### src/rtl/lifo_stack_with_swap_and_dump_defines.svh
// assertion macros for the lifo stack rtl
`ifndef LIFO_STACK_WITH_SWAP_AND_DUMP_DEFINES_SVH
`define LIFO_STACK_WITH_SWAP_AND_DUMP_DEFINES_SVH

`ifndef SYNTHESIS
`define LSWD_ASSERT(lbl, clk, rst_n, prop, msg) \
  lbl: assert property (@(posedge clk) disable iff (!rst_n) (prop)) else $error(msg);
`define LSWD_ASSERT_NEVER(lbl, clk, rst_n, cond, msg) \
  lbl: assert property (@(posedge clk) disable iff (!rst_n) !(cond)) else $error(msg);
`else
`define LSWD_ASSERT(lbl, clk, rst_n, prop, msg)
`define LSWD_ASSERT_NEVER(lbl, clk, rst_n, cond, msg)
`endif

`endif

### src/rtl/lswd_pkg.sv
// shared constants and types for the lifo stack
`timescale 1ns / 1ps
package lswd_pkg;

  localparam int STACK_DEPTH = 64;
  localparam int ADDR_W      = $clog2(STACK_DEPTH);
  localparam int CNT_W       = $clog2(STACK_DEPTH + 1);
  localparam int DATA_W      = 32;
  localparam int OP_W        = 3;
  localparam int S_TDATA_W   = ((OP_W + DATA_W + 7) / 8) * 8;
  localparam int M_TDATA_W   = DATA_W;

  localparam logic [OP_W-1:0] OP_EMPTY = 3'd0;
  localparam logic [OP_W-1:0] OP_PUSH  = 3'd1;
  localparam logic [OP_W-1:0] OP_POP   = 3'd2;
  localparam logic [OP_W-1:0] OP_PEEK  = 3'd3;
  localparam logic [OP_W-1:0] OP_SWAP  = 3'd4;
  localparam logic [OP_W-1:0] OP_DUMP  = 3'd5;

  typedef logic signed [DATA_W-1:0] word_t;

  typedef struct packed {
    word_t value;
    logic  err;
    logic  last;
  } result_t;

endpackage

### src/rtl/lswd_ram.sv
// generic single-port-write, single-port-read ram with registered read data
`timescale 1ns / 1ps
module lswd_ram #(
  parameter int WIDTH = 32,
  parameter int DEPTH = 64
) (
  input  logic                     clk_i,
  input  logic                     we_i,
  input  logic [$clog2(DEPTH)-1:0] waddr_i,
  input  logic [WIDTH-1:0]         wdata_i,
  input  logic                     re_i,
  input  logic [$clog2(DEPTH)-1:0] raddr_i,
  output logic [WIDTH-1:0]         rdata_o
);

  logic [WIDTH-1:0] mem_q [DEPTH];
  logic [WIDTH-1:0] rdata_q;

  always_ff @(posedge clk_i) begin
    if (we_i) begin
      mem_q[waddr_i] <= wdata_i;
    end
    if (re_i) begin
      rdata_q <= mem_q[raddr_i];
    end
  end

  assign rdata_o = rdata_q;

endmodule

### src/rtl/lifo_stack_with_swap_and_dump.sv
// lifo stack of signed words with query, push, pop, peek, swap-then-dump and dump
// query and push results come from registers; pop and peek results come through the ram read
// a new transaction is taken only in idle, after the last result of the previous one has
// gone into the output register; one ram read per dumped entry
// reset clears the count and control state; the ram is not cleared
`timescale 1ns / 1ps
`include "lifo_stack_with_swap_and_dump_defines.svh"
module lifo_stack_with_swap_and_dump (
  input  logic                             clk_i,
  input  logic                             rst_ni,
  input  logic                             s_axis_tvalid,
  output logic                             s_axis_tready,
  // [2:0] opcode, [34:3] push_value, rest zero
  input  logic [lswd_pkg::S_TDATA_W-1:0]   s_axis_tdata,
  output logic                             m_axis_tvalid,
  input  logic                             m_axis_tready,
  // [31:0] result_value
  output logic [lswd_pkg::M_TDATA_W-1:0]   m_axis_tdata,
  // [0] error
  output logic                             m_axis_tuser,
  output logic                             m_axis_tlast
);
  import lswd_pkg::*;

  localparam logic [2:0] ST_IDLE    = 3'd0;
  localparam logic [2:0] ST_RESP    = 3'd1;
  localparam logic [2:0] ST_READ    = 3'd2;
  localparam logic [2:0] ST_SWAP_RD = 3'd3;
  localparam logic [2:0] ST_SWAP_WR = 3'd4;
  localparam logic [2:0] ST_SWAP_WB = 3'd5;

  logic [2:0]        state_q, state_d;
  logic [CNT_W-1:0]  count_q, count_d;
  logic [ADDR_W-1:0] rd_idx_q, rd_idx_d;
  logic              single_q, single_d;
  word_t             tmp_q, tmp_d;
  word_t             resp_val_q, resp_val_d;
  logic              resp_err_q, resp_err_d;
  result_t           out_q, out_d;
  logic              out_vld_q, out_vld_d;

  logic [OP_W-1:0]   opcode;
  word_t             push_value;
  logic              accept;
  logic              out_free;
  logic              is_full;
  logic              is_empty;
  logic [CNT_W-1:0]  cnt_m1, cnt_m2, cnt_p1;
  logic [ADDR_W-1:0] top_addr, sec_addr;

  logic              ram_we, ram_re;
  logic [ADDR_W-1:0] ram_waddr, ram_raddr;
  word_t             ram_wdata;
  logic [DATA_W-1:0] ram_rdata;

  assign opcode     = s_axis_tdata[OP_W-1:0];
  assign push_value = s_axis_tdata[OP_W+DATA_W-1:OP_W];
  assign accept     = s_axis_tvalid && s_axis_tready;
  assign out_free   = !out_vld_q || m_axis_tready;
  assign is_full    = (count_q == CNT_W'(STACK_DEPTH));
  assign is_empty   = (count_q == '0);
  assign cnt_m1     = count_q - 1'b1;
  assign cnt_m2     = count_q - 2'd2;
  assign cnt_p1     = count_q + 1'b1;
  assign top_addr   = cnt_m1[ADDR_W-1:0];
  assign sec_addr   = cnt_m2[ADDR_W-1:0];

  always_comb begin
    state_d    = state_q;
    count_d    = count_q;
    rd_idx_d   = rd_idx_q;
    single_d   = single_q;
    tmp_d      = tmp_q;
    resp_val_d = resp_val_q;
    resp_err_d = resp_err_q;
    out_d      = out_q;
    out_vld_d  = out_vld_q && !m_axis_tready;
    ram_we     = 1'b0;
    ram_waddr  = count_q[ADDR_W-1:0];
    ram_wdata  = push_value;
    ram_re     = 1'b0;
    ram_raddr  = top_addr;

    case (state_q)
      ST_IDLE: begin
        if (accept) begin
          resp_val_d = '1;
          resp_err_d = 1'b1;
          case (opcode)
            OP_EMPTY: begin
              resp_val_d    = '0;
              resp_val_d[0] = is_empty;
              resp_err_d    = 1'b0;
              state_d       = ST_RESP;
            end
            OP_PUSH: begin
              if (!is_full) begin
                ram_we     = 1'b1;
                count_d    = cnt_p1;
                resp_val_d = {{(DATA_W-CNT_W){1'b0}}, cnt_p1};
                resp_err_d = 1'b0;
              end
              state_d = ST_RESP;
            end
            OP_POP, OP_PEEK: begin
              if (is_empty) begin
                state_d = ST_RESP;
              end else begin
                ram_re   = 1'b1;
                single_d = 1'b1;
                rd_idx_d = top_addr;
                if (opcode == OP_POP) begin
                  count_d = cnt_m1;
                end
                state_d = ST_READ;
              end
            end
            OP_SWAP: begin
              if (count_q < CNT_W'(2)) begin
                state_d = ST_RESP;
              end else begin
                ram_re  = 1'b1;
                state_d = ST_SWAP_RD;
              end
            end
            OP_DUMP: begin
              if (is_empty) begin
                state_d = ST_RESP;
              end else begin
                ram_re   = 1'b1;
                single_d = 1'b0;
                rd_idx_d = top_addr;
                state_d  = ST_READ;
              end
            end
            default: ;
          endcase
        end
      end
      ST_RESP: begin
        if (out_free) begin
          out_d     = '{value: resp_val_q, err: resp_err_q, last: 1'b1};
          out_vld_d = 1'b1;
          state_d   = ST_IDLE;
        end
      end
      ST_READ: begin
        if (out_free) begin
          out_d     = '{value: ram_rdata, err: 1'b0, last: single_q || (rd_idx_q == '0)};
          out_vld_d = 1'b1;
          if (single_q || (rd_idx_q == '0)) begin
            state_d = ST_IDLE;
          end else begin
            ram_re    = 1'b1;
            ram_raddr = rd_idx_q - 1'b1;
            rd_idx_d  = rd_idx_q - 1'b1;
          end
        end
      end
      ST_SWAP_RD: begin
        tmp_d     = ram_rdata;
        ram_re    = 1'b1;
        ram_raddr = sec_addr;
        state_d   = ST_SWAP_WR;
      end
      ST_SWAP_WR: begin
        ram_we    = 1'b1;
        ram_waddr = top_addr;
        ram_wdata = ram_rdata;
        state_d   = ST_SWAP_WB;
      end
      ST_SWAP_WB: begin
        ram_we    = 1'b1;
        ram_waddr = sec_addr;
        ram_wdata = tmp_q;
        ram_re    = 1'b1;
        rd_idx_d  = top_addr;
        single_d  = 1'b0;
        state_d   = ST_READ;
      end
      default: begin
        state_d = ST_IDLE;
      end
    endcase
  end

  always_ff @(posedge clk_i or negedge rst_ni) begin
    if (!rst_ni) begin
      state_q   <= ST_IDLE;
      count_q   <= '0;
      out_vld_q <= 1'b0;
    end else begin
      state_q   <= state_d;
      count_q   <= count_d;
      out_vld_q <= out_vld_d;
    end
  end

  always_ff @(posedge clk_i) begin
    rd_idx_q   <= rd_idx_d;
    single_q   <= single_d;
    tmp_q      <= tmp_d;
    resp_val_q <= resp_val_d;
    resp_err_q <= resp_err_d;
    out_q      <= out_d;
  end

  lswd_ram #(
    .WIDTH (DATA_W),
    .DEPTH (STACK_DEPTH)
  ) u_store (
    .clk_i   (clk_i),
    .we_i    (ram_we),
    .waddr_i (ram_waddr),
    .wdata_i (ram_wdata),
    .re_i    (ram_re),
    .raddr_i (ram_raddr),
    .rdata_o (ram_rdata)
  );

  assign s_axis_tready = (state_q == ST_IDLE);
  assign m_axis_tvalid = out_vld_q;
  assign m_axis_tdata  = out_q.value;
  assign m_axis_tuser  = out_q.err;
  assign m_axis_tlast  = out_q.last;

  `LSWD_ASSERT_NEVER(a_count_bound, clk_i, rst_ni, count_q > CNT_W'(STACK_DEPTH), "count above depth")
  `LSWD_ASSERT(a_push_count, clk_i, rst_ni, (accept && (opcode == OP_PUSH) && !is_full) |=> (count_q == $past(count_q) + 1'b1), "push did not bump count")
  `LSWD_ASSERT_NEVER(a_no_write_in_read, clk_i, rst_ni, ram_we && (state_q == ST_READ), "ram write while reading out")
  `LSWD_ASSERT(a_last_ends, clk_i, rst_ni, (out_vld_d && out_d.last && out_free && ((state_q == ST_READ) || (state_q == ST_RESP))) |=> (state_q == ST_IDLE), "last result did not end the transaction")

endmodule

### config.mk
export PLATFORM = sky130hd
export DESIGN_NAME = lifo_stack_with_swap_and_dump
export DESIGN_NICKNAME = d
export VERILOG_FILES = /design/src/rtl/lswd_pkg.sv /design/src/rtl/lswd_ram.sv /design/src/rtl/lifo_stack_with_swap_and_dump.sv
export VERILOG_INCLUDE_DIRS = /design/src /design/src/rtl
export SDC_FILE = /design/constraint.sdc
export NUM_CORES = 2
export LEC_CHECK = 0
export BUFFER_PORTS_ARGS = -buffer_cell sky130_fd_sc_hd__clkbuf_2
export CAP_MARGIN = 20
export CORE_AREA = 2 2 595 360
export CTS_CLUSTER_SIZE = 12
export DETAILED_ROUTE_END_ITERATION = 12
export DIE_AREA = 0 0 597 362
export MAX_ROUTING_LAYER = met4
export PLACE_DENSITY_LB_ADDON = 0.12
export SYNTH_ARGS = -nofsm -noshare
export SYNTH_HDL_FRONTEND = slang
export SYNTH_SLANG_ARGS = --single-unit
### constraint.sdc
create_clock -name clk_i -period 7 [get_ports clk_i]
set_input_delay 0 -clock clk_i [delete_from_list [all_inputs] [get_ports clk_i]]
set_output_delay 0 -clock clk_i [all_outputs]
set_load 0.01 [all_outputs]
==> Yosys cells after proc, flatten, opt, wreduce, memory -nomap -nowiden <==
Memory sizes are Yosys's and may differ from the RTL's. A register that Yosys moved wholly into a read port is not among the register bits.
Index checks and enable logic that the tools add are counted.
{ "classes": {"n_addsub": 4, "mul": 0, "n_div": 0, "magnitude_cmp": 1, "eq_ne": 25, "shift": 0, "n_mux": 50, "bitwise": 0, "reduce_logical": 26} }
{ "op_table": {"columns": ["operator", "count"], "rows": [
  ["case mux 32 bit (2 select lines)", 2],
  ["2-to-1 mux 34 bit", 2],
  ["case mux 34 bit (2 select lines)", 1],
  ["2-to-1 mux 6 bit", 7],
  ["2-to-1 mux 32 bit", 1],
  ["case mux 6 bit (2 select lines)", 2],
  ["2-to-1 mux 7 bit", 3],
  ["!= test 2 bit, second input constant", 9],
  ["case mux 3 bit (6 select lines)", 1],
  ["case mux 6 bit (3 select lines)", 1],
  ["2-to-1 mux 1 bit", 16],
  ["case mux 7 bit (2 select lines)", 1],
  ["== test 3 x 2 -> 1 bit, second input constant", 4],
  ["== test 3 bit, second input constant", 4],
  ["2-to-1 mux 3 bit", 4],
  ["AND reduction 6 bit", 2],
  ["case mux 1 bit (2 select lines)", 5],
  ["AND reduction 5 bit", 2],
  ["OR reduction 2 bit", 5],
  ["case mux 3 bit (3 select lines)", 1],
  ["adder 7 x 1 -> 7 bit, second input constant", 1],
  ["== test 7 bit, second input constant", 1],
  ["logical NOT 7 bit", 1],
  ["less-than comparator 7 x 2 -> 1 bit, second input constant", 1],
  ["20 further kinds", 29]
]} }
{ "word_totals": {"register_bits": 117, "latchBits": 0, "mem_bits_rw": 2048, "mem_bits_ro": 0, "input_bits": 44, "out_inout_bits": 36, "word_cells": 118, "memories": 1} }
{ "mem_list": {"columns": ["name", "depth", "word_bits", "rd", "rd_ports_with_merged_regs", "write_ports", "line", "source"], "rows": [
  ["u_store.mem_q", 64, 32, 1, 1, 1, "lswd_ram.sv:16", "logic [WIDTH-1:0] mem_q [DEPTH];"]
]} }

==> Longest topological paths before layout <==
{ "depth": {"word_depth": 7, "mapped_depth": 16, "ltp_nobuf": 11} }

==> By module <==
Synthesis repeated with hierarchy kept, for this count alone.
{ "hier_totals": {"cells_unflattened": 3771, "hier_area_um2": 83821.6} }
{ "by_module_without_submodules": {"columns": ["module", "n_inst", "cells_each", "area_per_inst_um2", "seq_area_each_um2"], "rows": [
  ["lswd_ram", 1, 3324, 78838.1, 62459.9],
  ["lifo_stack_with_swap_and_dump", 1, 447, 4983.5, 2707.6]
]} }

==> Worst setup path after synthesis <==
No wires, ideal clock.
{ "synth_timing": {"path_kind": "register -> register", "start": "register state_q[0]", "end": "memory u_store.mem_q[0][10], data pin", "setup_time_ps": 702, "t_arrival_ps": 4369, "t_required_ps": 6298, "path_slack_ps": 1929, "stages_incl_launch_ff": 7, "n_path_buf": 4, "synth_period_minus_slack_ps": 5071, "cell_sequence": "dfrtp_1 > buf_2 > clkbuf_1 > clkbuf_1 > buf_1 > mux2i_1 > o21ai_0"} }
{ "synth_between": {"elab_chain_cells": 2, "word_cells_on_any_way": 3, "cone_classes": "2 x eq/ne; 1 x mux"} }
{ "synth_lines": {"columns": ["item", "line", "source"], "rows": [
  ["from (decl)", "lifo_stack_with_swap_and_dump.sv:32", "logic [2:0] state_q, state_d;"],
  ["from (signal assigned)", "lifo_stack_with_swap_and_dump.sv:193", "state_q <= state_d;"],
  ["== test 3 bit", "lifo_stack_with_swap_and_dump.sv:84", "case (state_q)"],
  ["case mux 32 bit (2 select lines) (*)", "lifo_stack_with_swap_and_dump.sv:84", null],
  ["via ram_wdata[10]", "lifo_stack_with_swap_and_dump.sv:53", "word_t ram_wdata;"],
  ["to (decl)", "lswd_ram.sv:16", null]
]} }
The timed path passes the listed nets; every way through them passes the cells marked *.

==> Worst setup path in the final report <==
{ "layout_timing": {"start": "register state_q[0]", "end": "register u_store.rdata_q[18] (netlist: u_store.rdata_o[18]) (read register of u_store.mem_q), data pin"} }
{ "layout_between": {"elab_chain_cells": 4, "word_cells_on_any_way": 9, "cone_classes": "3 x eq/ne; 3 x mux; 3 x reduce/logical"} }
{ "layout_lines": {"columns": ["item", "line", "source"], "rows": [
  ["logical NOT 3 bit", "lifo_stack_with_swap_and_dump.sv:84, lifo_stack_with_swap_and_dump.sv:221", null],
  ["logical AND 1 bit", "lifo_stack_with_swap_and_dump.sv:58", "assign accept = s_axis_tvalid && s_axis_tready;"],
  ["2-to-1 mux 1 bit", "lifo_stack_with_swap_and_dump.sv:86", "if (accept) begin"],
  ["case mux 1 bit (3 select lines)", "lifo_stack_with_swap_and_dump.sv:84", null],
  ["to (decl)", "lswd_ram.sv:17", "logic [WIDTH-1:0] rdata_q;"]
]} }
Several ways; a longest one is shown, not always the timed one.
A chain may end at the register's enable or synchronous reset.

==> metrics.yaml <==
outcome:
  status: "complete, no violations"
cts:
  clk_path_buf_depth: 4
  clk_latency_ns: 0.85
  clk_pin_slew_ns: 0.07
  clock-sinks: 2172
  clock-root-buffer: "clkbuf_16"
  h-tree-depth: 4
  post_cts_buffers: 0
  cts_tree: "yes"
  numCtsBuffers: 211
sta:
  maxSlewHeadroom: 0.210
  hold_viol_final: 0
  drv_slew: 0
  tns_ns: 0
  fin_crit_ns: 5.93
  skew_ns: 0.0374
  tightest_slew_ns: 1.19
  fmax_mhz: 169
  setup_viol: 0
  rsz0062_at_grt: "false"
  period_share: 0.848
yosys:
  synth_top_area_frac: 0.754
  ys.warnings.count: 0
  synth_area_per_cell_um2: 14.5
  netlist_area_um2: 86000
  ys_ff_latch: 2172
  synth-edff-count: 2161
  synth_cell_type_count: 82
  synth_area_leaders: "edfxtp_1 (75%), nand2_1 (5.4%), mux2i_1 (2.9%)"
  yosysSeqAreaShare: 0.757
  async_flop_share: 0.00506
  yosys.area.top_type: "edfxtp_1"
  syn-num-nets: 5991
  synthCells: 5939
  synth-main-ff-cell: "edfxtp_1"
worst_setup_path:
  crit_slowest_cell: "inv_2"
  r2r_setup_slack_ns: 1.07
  r2r_start: "state_q[0]"
  r2r_cells: 10
  cp-start-kind: "register"
  crit_buf_inv: 2
  arrival_ns: 6.54
  cp_max_fo: 39
  cp_cell_sequence: "nand3b_2, inv_2, o31a_1, nand2_4, buf_4, nand2_2, a21oi_1, a2111oi_0, o211ai_1, and3_1"
  critPathTopFamily: "simple AND/OR/NAND/NOR gates"
  crit_required_ns: 7.61
  r2r-end: "u_store.rdata_o[18]"
  critPathKind: "register to register"
  endpoint_kind: "register"
  cp.depth: 10
  slowest_delay_ns: 0.84
place:
  hpwlAfterDp_mm: 165
  gp_congestion: 0.853
  portBuffers: 74
detailed_routing:
  vias_per_cell: 6.00
  avgRoutedWirePerCell_um: 31.2
  drtIter0Drc: 7176
  drc: 0
  drt_pass1_iterations: 6
  vias: 53600
  wirelength_mm: 279
  ant_nets: 0
global_routing:
  antenna_found_initial: 6
  grt_max_degree: 109
  grt.overflow.total: 0
  grt_usage: 0.262
  grt_pass1_wl_mm: 392
  grt_pass1_vias: 50200
hold_path:
  holdCritPathClass: "primary input to register"
  min_to: "u_store.mem_q[52][23]"
  hold_depth: 4
  min_from: "s_axis_tdata[26]"
finish:
  drive_gt1_frac: 0.111
  syn_to_final_growth_pct: 12.8
  nNetsFinal: 6148
  fin_util: 0.460
die:
  die_y_um: 362
  dieArea_um2: 216000
  start_util: 0.408
  core_area_um2: 211000
  dieWidth_um: 597
  io_pins: 80
  row_count: 131
job:
  drv_cap: 0
==> what timing repair did <==
item	in CTS	in global routing
hold buffers	31	0
endpoints found under the hold margin	933	0
resized for setup	0	0
==> cell type report <==
| class | count | area [µm²] |
|---|---|---|
| Clock buffer | 247 | 5500 |
| Tap cell | 2793 | 3490 |
| Sequential cell | 2172 | 65200 |
| Fill cell | 18500 | 114000 |
| Inverter | 12 | 45.0 |
| Antenna cell | 4 | 10.0 |
| Multi-Input combinational cell | 3358 | 20000 |
| Clock inverter | 14 | 65.1 |
| Timing Repair Buffer | 341 | 2840 |
==> cell usage after synthesis, types with 12 or more instances <==
| master | number |
|---|---|
| o2111ai_1 | 37 |
| clkbuf_1 | 129 |
| a21o_1 | 26 |
| buf_1 | 35 |
| o22ai_1 | 46 |
| a31oi_1 | 155 |
| o21ai_0 | 111 |
| buf_4 | 21 |
| a2111oi_0 | 38 |
| nand2_1 | 1242 |
| and3_1 | 190 |
| a21oi_1 | 272 |
| o211ai_1 | 19 |
| nor3_1 | 41 |
| a221oi_1 | 68 |
| xor2_1 | 12 |
| buf_2 | 205 |
| edfxtp_1 | 2161 |
| xnor2_1 | 13 |
| a32oi_1 | 28 |
| a22oi_1 | 14 |
| nor2_1 | 124 |
| a311oi_1 | 52 |
| nor4_1 | 19 |
| nand4_1 | 24 |
| mux2i_1 | 249 |
| nand3_1 | 259 |
| a22o_1 | 14 |
| a211oi_1 | 191 |
==> logic make-up after synthesis <==
logic type               Yosys count  synth area share
multiplexers                     250            0.0291
AO/OA/AOI/OAI                   1129            0.0892
adder cells (fa/ha/maj)            8           0.00116
buffers and inverters            409            0.0224
XOR/XNOR                          25           0.00254
flip-flops                      2172             0.757
AND/OR/NAND/NOR                 1946            0.0983
==> worst max path at each step <==
stage | end | start | slack [ns]
detailed placement | u_store.rdata_o[18] | state_q[0] | 1.21
finish | u_store.rdata_o[18] | state_q[0] | 1.07
CTS | u_store.rdata_o[18] | state_q[0] | 1.17
global placement | u_store.rdata_o[27] | state_q[0] | 1.29
global route | u_store.rdata_o[18] | state_q[0] | 0.95
floorplan | u_store.mem_q[0][10] | state_q[0] | 1.93
==> stage by stage <==
stage                     setup slack (ns)  cells  instance area [µm²]  hold slack (ns)
final                                 1.07   8941                97100           0.0360
after global routing                 0.945   8937                97100           0.0514
after CTS                             1.17   8933                97000          0.00250
after detailed placement              1.21   8641                91100          -0.0727
after global placement                1.29   8634                91000          -0.0768
after floorplan                       1.93   5939                86000           -0.296
==> layer usage <==
metal,vias up,GRT usage,part of all wire
li1,23100,-,-
met1,27800,0.406,0.47
met2,2418,0.366,0.43
met3,318,0.0388,0.084
met4,0,0.0482,0.017
met5,-,-,0
==> sequential cells by signal, summed over array words and instances, names as in the netlist <==
register and cells:
resp_val_q 8, m_axis_tlast 1, m_axis_tvalid 1, count_q 7, m_axis_tdata 32, u_store.rdata_o 32, u_store.mem_q 2048, tmp_q 32
state_q 3, rd_idx_q 6, m_axis_tuser 1, single_q 1
==> layout by cell type (no fill, tap or decap), types with 18 or more instances in the layout <==
cell type and count:
nand3_1 256, a31oi_1 155, o21ai_0 79, a2111oi_0 35, clkbuf_16 215, nor3_1 41, a21oi_1 272, nand4_1 24
o2111ai_1 37, buf_12 27, clkbuf_2 74, nor4_1 18, a211oi_1 188, nand2_1 1240, clkbuf_1 32, edfxtp_1 2161
a221oi_1 68, o211ai_1 19, buf_4 202, a311oi_1 52, dlygate4sd3_1 31, nor2_1 49, o21ai_4 33, a21o_1 26
o22ai_1 46, a32oi_1 28, and3_1 190, mux2i_1 249, nor2_4 72
==> worst register-to-register path, delay by kind of cell (launching register included) <==
| kind | cells | cell delay (ns) |
|---|---|---|
| AND/OR/NAND/NOR | 4 | 1.81 |
| buffers and inverters | 2 | 1.32 |
| AO/OA/AOI/OAI | 4 | 1.76 |
| flip-flops | 1 | 0.82 |
Power is left out: the tool's default activity adds up to more than one toggle a clock period on the data nets, which glitch-free logic cannot reach.
